File: src/hw/rtl/gemm_pkg.sv
package gemm_pkg;

  localparam int MAX_DIM_DEF   = 8;
  localparam int ELEM_BITS_DEF = 16;
  localparam int COORD_W       = 3;
  localparam int VALUE_W       = 16;
  localparam int PROD_W        = 40;
  localparam int DIM_W         = 4;
  localparam int MODE_W        = 2;
  localparam int CFG_IDX_W     = 2;
  localparam int CFG_DATA_W    = 4;

  // request codes
  localparam logic [1:0] REQ_LEFT    = 2'd0;
  localparam logic [1:0] REQ_RIGHT   = 2'd1;
  localparam logic [1:0] REQ_COMPUTE = 2'd2;

  // operand layouts
  localparam logic [MODE_W-1:0] MODE_PLAIN   = 2'd0;
  localparam logic [MODE_W-1:0] MODE_LEFT_T  = 2'd1;
  localparam logic [MODE_W-1:0] MODE_RIGHT_T = 2'd2;

  // register indexes
  localparam logic [CFG_IDX_W-1:0] REG_OUT_ROWS  = 2'd0;
  localparam logic [CFG_IDX_W-1:0] REG_INNER_LEN = 2'd1;
  localparam logic [CFG_IDX_W-1:0] REG_OUT_COLS  = 2'd2;
  localparam logic [CFG_IDX_W-1:0] REG_MULT_MODE = 2'd3;

  typedef struct packed {
    logic [1:0]                req_type;
    logic [COORD_W-1:0]        elem_row;
    logic [COORD_W-1:0]        elem_col;
    logic signed [VALUE_W-1:0] elem_value;
  } in_req_t;

  typedef struct packed {
    logic [COORD_W-1:0]       out_row;
    logic [COORD_W-1:0]       out_col;
    logic signed [PROD_W-1:0] product;
    logic                     last;
  } out_res_t;

  // control that travels with each multiply-accumulate step
  typedef struct packed {
    logic               first;
    logic               dot_end;
    logic               last;
    logic [COORD_W-1:0] row;
    logic [COORD_W-1:0] col;
  } step_tag_t;

  // last index of a dimension: zero acts as one, oversize acts as the limit
  function automatic logic [DIM_W-1:0] dim_last(input logic [DIM_W-1:0] v,
                                                input logic [DIM_W-1:0] lim);
    logic [DIM_W-1:0] r;
    if (v == '0) begin
      r = '0;
    end else if (v > lim) begin
      r = lim - 1'b1;
    end else begin
      r = v - 1'b1;
    end
    return r;
  endfunction

endpackage

File: src/hw/rtl/gemm_mem.sv
module gemm_mem
  import gemm_pkg::*;
#(
  parameter int ADDR_W = 6,
  parameter int WIDTH  = ELEM_BITS_DEF
) (
  input  logic                    clk,
  input  logic                    we,
  input  logic [ADDR_W-1:0]       waddr,
  input  logic signed [WIDTH-1:0] wdata,
  input  logic                    re,
  input  logic [ADDR_W-1:0]       raddr,
  output logic signed [WIDTH-1:0] rdata
);

  logic signed [WIDTH-1:0] mem [2**ADDR_W];

  always_ff @(posedge clk) begin
    if (we) begin
      mem[waddr] <= wdata;
    end
  end

  always_ff @(posedge clk) begin
    if (re) begin
      rdata <= mem[raddr];
    end
  end

endmodule

File: src/hw/rtl/gemm_seq.sv
module gemm_seq
  import gemm_pkg::*;
#(
  parameter int IDX_W = 3
) (
  input  logic                 clk,
  input  logic                 rst,
  input  logic                 start,
  input  logic                 adv,
  input  logic [IDX_W-1:0]     m_last,
  input  logic [IDX_W-1:0]     k_last,
  input  logic [IDX_W-1:0]     n_last,
  input  logic [MODE_W-1:0]    mode,
  output logic                 active,
  output step_tag_t            tag,
  output logic [2*IDX_W-1:0]   a_addr,
  output logic [2*IDX_W-1:0]   b_addr
);

  logic [IDX_W-1:0] i;
  logic [IDX_W-1:0] j;
  logic [IDX_W-1:0] p;

  always_ff @(posedge clk) begin
    if (rst) begin
      active <= 1'b0;
      i      <= '0;
      j      <= '0;
      p      <= '0;
    end else if (start) begin
      active <= 1'b1;
      i      <= '0;
      j      <= '0;
      p      <= '0;
    end else if (active && adv) begin
      if (p == k_last) begin
        p <= '0;
        if (j == n_last) begin
          j <= '0;
          if (i == m_last) begin
            active <= 1'b0;
          end else begin
            i <= i + 1'b1;
          end
        end else begin
          j <= j + 1'b1;
        end
      end else begin
        p <= p + 1'b1;
      end
    end
  end

  always_comb begin
    tag.first   = (p == '0);
    tag.dot_end = (p == k_last);
    tag.last    = (p == k_last) && (i == m_last) && (j == n_last);
    tag.row     = COORD_W'(i);
    tag.col     = COORD_W'(j);
    a_addr      = (mode == MODE_LEFT_T)  ? {p, i} : {i, p};
    b_addr      = (mode == MODE_RIGHT_T) ? {j, p} : {p, j};
  end

`ifndef SYNTH
  a_seq_ends_on_last: assert property (@(posedge clk) disable iff (rst)
    active && adv && tag.last |=> !active)
    else $error("sequencer kept running after the final step");

  a_seq_starts_clean: assert property (@(posedge clk) disable iff (rst)
    $rose(active) |-> tag.first && i == '0 && j == '0)
    else $error("sequence did not start at the first element");
`endif

endmodule

File: src/hw/rtl/gemm_mac.sv
module gemm_mac
  import gemm_pkg::*;
#(
  parameter int ELEM_BITS = ELEM_BITS_DEF
) (
  input  logic                        clk,
  input  logic                        rst,
  input  logic                        adv,
  input  logic                        step_valid,
  input  step_tag_t                   step_tag,
  input  logic signed [ELEM_BITS-1:0] a,
  input  logic signed [ELEM_BITS-1:0] b,
  output logic                        res_valid,
  output out_res_t                    res
);

  logic                          v2;
  step_tag_t                     t2;
  logic signed [2*ELEM_BITS-1:0] prod;
  logic signed [PROD_W-1:0]      prod_ext;
  logic signed [PROD_W-1:0]      acc;
  logic signed [PROD_W-1:0]      acc_next;

  always_ff @(posedge clk) begin
    if (rst) begin
      v2 <= 1'b0;
    end else if (adv) begin
      v2 <= step_valid;
    end
  end

  always_ff @(posedge clk) begin
    if (adv) begin
      t2   <= step_tag;
      prod <= a * b;
    end
  end

  assign prod_ext = PROD_W'(prod);
  assign acc_next = (t2.first ? '0 : acc) + prod_ext;

  always_ff @(posedge clk) begin
    if (rst) begin
      acc <= '0;
    end else if (adv && v2) begin
      acc <= acc_next;
    end
  end

  // result register: load a finished sum or drop the one just taken
  always_ff @(posedge clk) begin
    if (rst) begin
      res_valid <= 1'b0;
    end else if (adv) begin
      res_valid <= v2 && t2.dot_end;
    end
  end

  always_ff @(posedge clk) begin
    if (adv && v2 && t2.dot_end) begin
      res.out_row <= t2.row;
      res.out_col <= t2.col;
      res.product <= acc_next;
      res.last    <= t2.last;
    end
  end

`ifndef SYNTH
  a_mac_result_loads: assert property (@(posedge clk) disable iff (rst)
    adv && v2 && t2.dot_end |=> res_valid)
    else $error("finished dot product did not reach the result register");

  a_mac_frozen_holds: assert property (@(posedge clk) disable iff (rst)
    !adv |=> $stable(v2) && $stable(acc))
    else $error("pipeline moved while frozen");
`endif

endmodule

File: src/hw/rtl/matrix_multiply_transpose_modes.sv
// Load request: accepted one per cycle while no compute is active; written to the store
// at the accepting edge if its coordinates are in range. Compute request: further
// requests are held until its last step is issued; each step passes the store reads,
// product and result registers, one multiply-accumulate per cycle through the single read
// port of each store. A stalled result freezes the whole multiply-accumulate pipeline.
// Reset (rst, synchronous): dimensions 8/8/8, mode plain, pipeline empty; stores undefined.
module matrix_multiply_transpose_modes
  import gemm_pkg::*;
#(
  parameter int MAX_DIM   = MAX_DIM_DEF,
  parameter int ELEM_BITS = ELEM_BITS_DEF
) (
  input  logic                  clk,
  input  logic                  rst,
  input  logic                  in_valid,
  output logic                  in_stall,
  input  in_req_t               in_req,
  output logic                  out_valid,
  input  logic                  out_stall,
  output out_res_t              out_res,
  input  logic                  cfg_valid,
  output logic                  cfg_ready,
  input  logic [CFG_IDX_W-1:0]  cfg_index,
  input  logic [CFG_DATA_W-1:0] cfg_data
);

  localparam int               IDX_W   = (MAX_DIM > 1) ? $clog2(MAX_DIM) : 1;
  localparam int               ADDR_W  = 2 * IDX_W;
  localparam logic [DIM_W-1:0] DIM_LIM = DIM_W'(MAX_DIM);

  logic [DIM_W-1:0]  out_rows;
  logic [DIM_W-1:0]  inner_len;
  logic [DIM_W-1:0]  out_cols;
  logic [MODE_W-1:0] mult_mode;

  logic                        in_accept;
  logic                        coord_ok;
  logic [ADDR_W-1:0]           waddr;
  logic signed [ELEM_BITS-1:0] wdata;
  logic                        left_we;
  logic                        right_we;
  logic                        start;
  logic                        adv;

  logic                        active;
  step_tag_t                   tag0;
  logic [ADDR_W-1:0]           a_addr;
  logic [ADDR_W-1:0]           b_addr;
  logic [DIM_W-1:0]            m_last;
  logic [DIM_W-1:0]            k_last;
  logic [DIM_W-1:0]            n_last;

  logic                        v1;
  step_tag_t                   tag1;
  logic signed [ELEM_BITS-1:0] a_data;
  logic signed [ELEM_BITS-1:0] b_data;

  assign cfg_ready = 1'b1;

  always_ff @(posedge clk) begin
    if (rst) begin
      out_rows  <= DIM_W'(8);
      inner_len <= DIM_W'(8);
      out_cols  <= DIM_W'(8);
      mult_mode <= MODE_PLAIN;
    end else if (cfg_valid && cfg_ready) begin
      case (cfg_index)
        REG_OUT_ROWS:  out_rows  <= cfg_data;
        REG_INNER_LEN: inner_len <= cfg_data;
        REG_OUT_COLS:  out_cols  <= cfg_data;
        REG_MULT_MODE: mult_mode <= cfg_data[MODE_W-1:0];
        default: ;
      endcase
    end
  end

  assign m_last = dim_last(out_rows, DIM_LIM);
  assign k_last = dim_last(inner_len, DIM_LIM);
  assign n_last = dim_last(out_cols, DIM_LIM);

  // hold new requests while a product is being stepped through
  assign in_stall  = active;
  assign in_accept = in_valid && !in_stall;
  assign adv       = !out_valid || !out_stall;

  assign coord_ok = ({1'b0, in_req.elem_row} < DIM_LIM) &&
                    ({1'b0, in_req.elem_col} < DIM_LIM);
  assign waddr    = {in_req.elem_row[IDX_W-1:0], in_req.elem_col[IDX_W-1:0]};
  assign wdata    = ELEM_BITS'(in_req.elem_value);
  assign left_we  = in_accept && coord_ok && (in_req.req_type == REQ_LEFT);
  assign right_we = in_accept && coord_ok && (in_req.req_type == REQ_RIGHT);
  assign start    = in_accept && (in_req.req_type == REQ_COMPUTE);

  gemm_seq #(
    .IDX_W (IDX_W)
  ) u_seq (
    .clk    (clk),
    .rst    (rst),
    .start  (start),
    .adv    (adv),
    .m_last (m_last[IDX_W-1:0]),
    .k_last (k_last[IDX_W-1:0]),
    .n_last (n_last[IDX_W-1:0]),
    .mode   (mult_mode),
    .active (active),
    .tag    (tag0),
    .a_addr (a_addr),
    .b_addr (b_addr)
  );

  gemm_mem #(
    .ADDR_W (ADDR_W),
    .WIDTH  (ELEM_BITS)
  ) u_left (
    .clk   (clk),
    .we    (left_we),
    .waddr (waddr),
    .wdata (wdata),
    .re    (adv && active),
    .raddr (a_addr),
    .rdata (a_data)
  );

  gemm_mem #(
    .ADDR_W (ADDR_W),
    .WIDTH  (ELEM_BITS)
  ) u_right (
    .clk   (clk),
    .we    (right_we),
    .waddr (waddr),
    .wdata (wdata),
    .re    (adv && active),
    .raddr (b_addr),
    .rdata (b_data)
  );

  // step control is registered alongside the read data
  always_ff @(posedge clk) begin
    if (rst) begin
      v1 <= 1'b0;
    end else if (adv) begin
      v1 <= active;
    end
  end

  always_ff @(posedge clk) begin
    if (adv) begin
      tag1 <= tag0;
    end
  end

  gemm_mac #(
    .ELEM_BITS (ELEM_BITS)
  ) u_mac (
    .clk        (clk),
    .rst        (rst),
    .adv        (adv),
    .step_valid (v1),
    .step_tag   (tag1),
    .a          (a_data),
    .b          (b_data),
    .res_valid  (out_valid),
    .res        (out_res)
  );

`ifndef SYNTH
  a_top_compute_blocks: assert property (@(posedge clk) disable iff (rst)
    in_accept && in_req.req_type == REQ_COMPUTE |=> in_stall)
    else $error("compute request did not block further requests");
`endif

endmodule
File: config.mk
export PLATFORM = sky130hd
export DESIGN_NAME = matrix_multiply_transpose_modes
export DESIGN_NICKNAME = d
export VERILOG_FILES = /design/src/hw/rtl/gemm_pkg.sv /design/src/hw/rtl/gemm_mem.sv /design/src/hw/rtl/gemm_seq.sv /design/src/hw/rtl/gemm_mac.sv /design/src/hw/rtl/matrix_multiply_transpose_modes.sv
export SDC_FILE = /design/constraint.sdc
export NUM_CORES = 2
export LEC_CHECK = 0
export ABC_AREA = 1
export CORE_MARGIN = 2
export CORE_UTILIZATION = 30
export DETAILED_ROUTE_END_ITERATION = 7
export DONT_BUFFER_PORTS = 1
export HOLD_SLACK_MARGIN = 0.03
export SLEW_MARGIN = 40
export SYNTH_ARGS = -nofsm -noshare
export SYNTH_HDL_FRONTEND = slang
export SYNTH_HIERARCHICAL = 1
export SYNTH_SLANG_ARGS = --single-unit
File: constraint.sdc
create_clock -name clk -period 8.1 [get_ports clk]
set_input_delay 0.405 -clock clk [delete_from_list [all_inputs] [get_ports clk]]
set_output_delay 0.405 -clock clk [all_outputs]
set_load 0.02 [all_outputs]
Word-level counts from Yosys, hierarchy flattened
Memories as Yosys holds them, arrays and structs flattened. A register that Yosys moved wholly into a read port is not among the register bits. Index checks and enable logic that the tools add are counted.

Register bits: 164. RAM bits: 2048. Input port bits: 35. Output and inout bits: 50. Word-level logic and storage cells: 103. Memories kept: 2.

Memory list: u_left.mem (words 64, bits a word 16, rd ports 1, clocked after Yosys merged registers in 1, wr ports 1, RTL line gemm_mem.sv:16) `logic signed [WIDTH-1:0] mem [2**ADDR_W];`; u_right.mem (words 64, bits a word 16, rd ports 1, clocked after Yosys merged registers in 1, wr ports 1, RTL line gemm_mem.sv:16).

Add/subtract/negate cells: 7. Multiply operators: 1. $lt $le $gt $ge: 3. Eq/ne operators: 10. Mux-type cells: 20. Bitwise logic cells: 1. Reduce and logical (&&, ||, !) cells: 32.

Operators by type and width (count): $add A40 B40 Y40 (1); $mux W40 (1); $mul A16 B16 Y32 (1); $mux W3 (8); $gt A4 B4 Y1 const B (3); $logic_not A4 Y1 (3); $mux W6 (2); $logic_and A1 B1 Y1 (10); $reduce_and A2 Y1 (5); $add A3 B1 Y3 const B (3); $eq A3 B3 Y1 (3); $mux W1 (9); $sub A3 B1 Y3 const B (3); $eq A2 B2 Y1 const B (4); $reduce_and A4 Y1 (2); $reduce_bool A2 Y1 (4); $eq A2 B1 Y1 const B (3); $logic_not A2 Y1 (2); $logic_not A1 Y1 (3); $logic_not A3 Y1 (1); $reduce_or A2 Y1 (1); $logic_or A1 B1 Y1 (1); $not A1 Y1 (1).

Logic depth before layout (Yosys ltp)
Depth in word-level cells: 9. Depth in mapped cells: 26. Gate-level depth less buffers: 24.

Cells and area by module
Netlist, hierarchy kept.

Modules (own cells, without submodules): gemm_mem (instances 2, cells each 3517, area each 42259.3 um2, sequential area each 31230.0 um2); gemm_mac (instances 1, cells each 2435, area each 18268.8 um2, sequential area each 3483.3 um2); matrix_multiply_transpose_modes (instances 1, cells each 138, area each 1101.1 um2, sequential area each 570.5 um2); gemm_seq (instances 1, cells each 129, area each 819.5 um2, sequential area each 200.2 um2).

Worst setup path before layout
OpenSTA, ideal clock, no wires.

Kind: register -> register. Start point: register u_left.rdata[15], read port of u_left.mem. End point: register u_mac.prod[31] (data pin). Library setup time: 0.253 ns. Arrival time: 5.450 ns. Required time: 7.847 ns. Path slack: 2.396 ns. Stages on the path, launching flop included: 21. Path buffers: 1. Clock period less this slack: 5.704 ns. Cell sequence: edfxtp_1 > clkbuf_1 > nand2_1 > inv_1 > fa_1 > fa_1 > fa_1 > fa_1 > inv_1 > fa_1 > fa_1 > inv_1 > ha_1 > inv_1 > nor3_1 > nand2_1 > inv_1 > o21ai_0 > nand3_1 > nand3b_1 > nand2_1.

Longest elaborated chain between the ends: 1.

RTL lines: start, declared (RTL line gemm_mem.sv:13) `output logic signed [WIDTH-1:0] rdata`; $mul A16 B16 Y32 (RTL line gemm_mac.sv:35) `prod <= a * b;`; end signal, assigned (RTL line gemm_mac.sv:35); end, declared (RTL line gemm_mac.sv:19) `logic signed [2*ELEM_BITS-1:0] prod;`.

Every way passes these cells. A chain may end at the register's enable or synchronous reset.

Worst setup path in the final report
Start point: register u_right.rdata[1], read port of u_right.mem. End point: register u_mac.prod[31] (data pin).

Longest elaborated chain between the ends: 1.

RTL lines (RTL line): start, declared (gemm_mem.sv:13); $mul A16 B16 Y32 (gemm_mac.sv:35).

Every way passes these cells.

==> flow_metrics.env <==
export IMPL_status="complete, no violations"
export IMPL_cp_arrival_ns=6.78
export IMPL_nNetsFinal=10117
export IMPL_placed_cell_area_sq_mm=0.1091
export IMPL_drtAntennaViolNets=0
export IMPL_slew_violations=0
export IMPL_worst_path_dominant_cell_family="adder cells"
export IMPL_grt_max_degree=217
export IMPL_critPathSlowestCell="fa_1"
export IMPL_cts_repair_resized=0
export IMPL_cts_tree="built"
export IMPL_place_congestion=0.8851
export IMPL_io_buffers=0
export IMPL_hp_class="primary input to register"
export IMPL_die_h_um=594.8
export IMPL_antenna_found_initial=5
export IMPL_max_slew_margin_rel=0.3564
export IMPL_rsz0062_at_grt="no"
export IMPL_max_freq_mhz=160.8
export IMPL_gr_total_overflow=0
export IMPL_p_per_area_mw_per_mm2=267.7
export IMPL_dp_slack_ns=1.945
export IMPL_final_common_cell="nand2_1"
export IMPL_grt_first_pass_wirelength_um=422300
export IMPL_worst_path_most_repeated_cell="fa_1"
export IMPL_cp_max_fo=16
export IMPL_cap_violations=0
export IMPL_cpPeakStageDelay_ns=0.83
export IMPL_synth_main_ff_cell="edfxtp_1"
export IMPL_fin_area_sq_mm=0.1175
export IMPL_rows=216
export IMPL_fp_dieArea_sq_mm=0.3538
export IMPL_syn_to_final_growth_pct=12.25
export IMPL_cp_required_ns=8.66
export IMPL_drive_above_1_share=0.06461
export IMPL_postSynthAreaPerCell_sq_um=10.75
export IMPL_numCtsBuffers=233
export IMPL_grt_pass1_vias=66339
export IMPL_grtUsageTotal=0.1550
export IMPL_synth_seq_cells=2244
export IMPL_io_pins=85
export IMPL_core_sq_mm=0.3467
export IMPL_vdd_drop_max_uv=348.3
export IMPL_clk_pin_slew_ns=0.06
export IMPL_critical_path_class="register to register"
export IMPL_drt_drc_violations_left=0
export IMPL_initial_core_util=0.3020
export IMPL_finalHoldViolCount=0
export IMPL_routed_wl_um=282000
export IMPL_cp_cell_sequence="nand2_1 > inv_1 > fa_1 > fa_1 > fa_1 > fa_1 > inv_1 > fa_1 > fa_1 > inv_1 > ha_1 > inv_1 > nor3_1 > nand2_1 > inv_1 > o21ai_0 > nand3_1 > nand3b_1 > nand2_1"
export IMPL_setup_violations=0
export IMPL_fin_crit_sh=0.7678
export IMPL_synth_cells=9736
export IMPL_ctsHtreeMaxLevel=4
export IMPL_synth_distinct_cells=44
export IMPL_cts_buffer_depth=4
export IMPL_dp_hpwl_um=158600
export IMPL_synth_edff_count=2177
export IMPL_viasPerCell=4.808
export IMPL_ys_seq_area_frac=0.6371
export IMPL_first_pass_iters=6
export IMPL_die_w_um=594.8
export IMPL_synthArstFlopShare=0
export IMPL_root_buffer="clkbuf_16"
export IMPL_final_cell_mix="3316 x nand2_1, 2177 x edfxtp_1, 1826 x nand3_1"
export IMPL_worst_slew_pin_slew_ns=0.9655
export IMPL_clk_latency_ns=0.95
export IMPL_cp_end_kind="register"
export IMPL_cp_num_buf_inv=5
export IMPL_fin_tns_setup_ns=0
export IMPL_cts_sinks=2244
export IMPL_startpoint_type="register"
export IMPL_drtIter0Drc=7083
export IMPL_skew_ns=0.1418
export IMPL_fin_crit_ns=6.219
export IMPL_leakagePower_uw=0.04513
export IMPL_worst_slack_ns=1.881
export IMPL_syn_cell_area_sq_mm=0.1047
export IMPL_routedWlPerCell_um=19.51
export IMPL_yosys_warnings=6
export IMPL_cts_setup_buffers=0
export IMPL_syn_nets=10162
export IMPL_vias=69511
==> report_power, final <==
part	total (uW)	switching (uW)	internal [uW]
Combinational	7680	5050	2630
Clock	10500	4480	6040
Sequential	13300	95.8	13200
==> registers in the layout, indices dropped and copies added (netlist names) <==
| name | flops |
|---|---|
| u_mac/v2 | 1 |
| u_left/rdata | 16 |
| u_right/rdata | 16 |
| u_seq/j | 3 |
| u_mac/res | 47 |
| u_seq/active | 1 |
| inner_len | 4 |
| u_mac/res_valid | 1 |
| u_right/mem | 1024 |
| u_seq/p | 3 |
| u_mac/t2 | 9 |
| u_mac/prod | 32 |
| out_rows | 4 |
| u_seq/i | 3 |
| u_mac/acc | 40 |
| v1 | 1 |
| tag1 | 9 |
| u_left/mem | 1024 |
| out_cols | 4 |
| mult_mode | 2 |
==> kinds of logic (layout without fill, tap and decap cells) <==
kind of cell	count (synthesis)	after routing	share of synthesized area
simple gates	5563	5563	0.2248
fa+ha+maj	391	391	0.06558
other cells	1	5	0.00003581
compound gates	193	193	0.009703
buf+inv	1286	1424	0.05781
xor+xnor	58	58	0.004923
flops	2244	2244	0.6371
==> final timing paths <==
kind / start / endpoint / slack [ns] / depth (start not counted)
worst min-delay path: in_req[19] / u_right/mem[47][6] / 0.10 / 2
worst max-delay path: u_right/rdata[1] / u_mac/prod[31] / 1.88 / 19
worst max register to register: u_right/rdata[1] / u_mac/prod[31] / 1.88 / 19
worst min register to register: u_mac/t2[4] / u_mac/res[45] / 0.42 / 0
==> synth_stat cells, types with 5 or more instances <==
master / number / share of area
o21bai_1: 10 / 0.00072
nand3_1: 1826 / 0.087
buf_6: 99 / 0.011
nand2_2: 15 / 0.00090
ha_1: 128 / 0.015
inv_2: 13 / 0.00047
nor2_2: 18 / 0.0011
edfxtp_1: 2177 / 0.62
dfxtp_1: 67 / 0.013
fa_1: 263 / 0.050
nand2_1: 3318 / 0.12
o21ai_0: 48 / 0.0023
nor2_1: 296 / 0.011
nor3_1: 16 / 0.00076
a21oi_1: 108 / 0.0052
buf_2: 227 / 0.011
xnor2_1: 16 / 0.0013
buf_1: 35 / 0.0013
buf_4: 40 / 0.0029
clkbuf_1: 126 / 0.0045
inv_1: 741 / 0.027
nor4_1: 16 / 0.00096
o21ai_1: 17 / 0.00081
or2_2: 5 / 0.00030
xor2_1: 41 / 0.0034
nand3_2: 8 / 0.00076
nand4_1: 37 / 0.0022
==> final cells by class <==
| class | count | area (sq um) |
|---|---|---|
| Tap cell | 4578 | 5728 |
| Multi-Input combinational cell | 6206 | 32190 |
| Timing Repair Buffer | 250 | 2570 |
| Clock inverter | 134 | 1256 |
| Antenna cell | 4 | 10.01 |
| Clock buffer | 284 | 6156 |
| Sequential cell | 2244 | 66710 |
| Inverter | 756 | 2912 |
| Fill cell | 34171 | 229200 |
==> per-stage QoR <==
stage	instances	power (uW)	hold slack [ns]	utilization
6_report	14456	31460	0.1044	0.3390
5_1_grt	14453	33210	0.08877	0.3389
4_1_cts	14445	31670	0.04905	0.3386
3_5_place_dp	13967	20890	0.4045	0.3146
3_3_place_gp	13965	20890	0.4012	0.3143
2_1_floorplan	9736	19020	0.4003	-
==> repair_timing <==
item                       4_1_cts  5_1_grt
hold endpoints to repair      2363        0
setup endpoints to repair        0        0
hold buffers                    60        0
==> routing by layer <==
layer,wire [um],GRT usage,up-vias
met5,20,0,-
met4,10030,0.05655,2
met3,19950,0.02105,457
met2,132000,0.2528,2482
met1,120000,0.2101,33920
li1,-,-,32650
No activity file was read; power rests on OpenSTA's default activity.
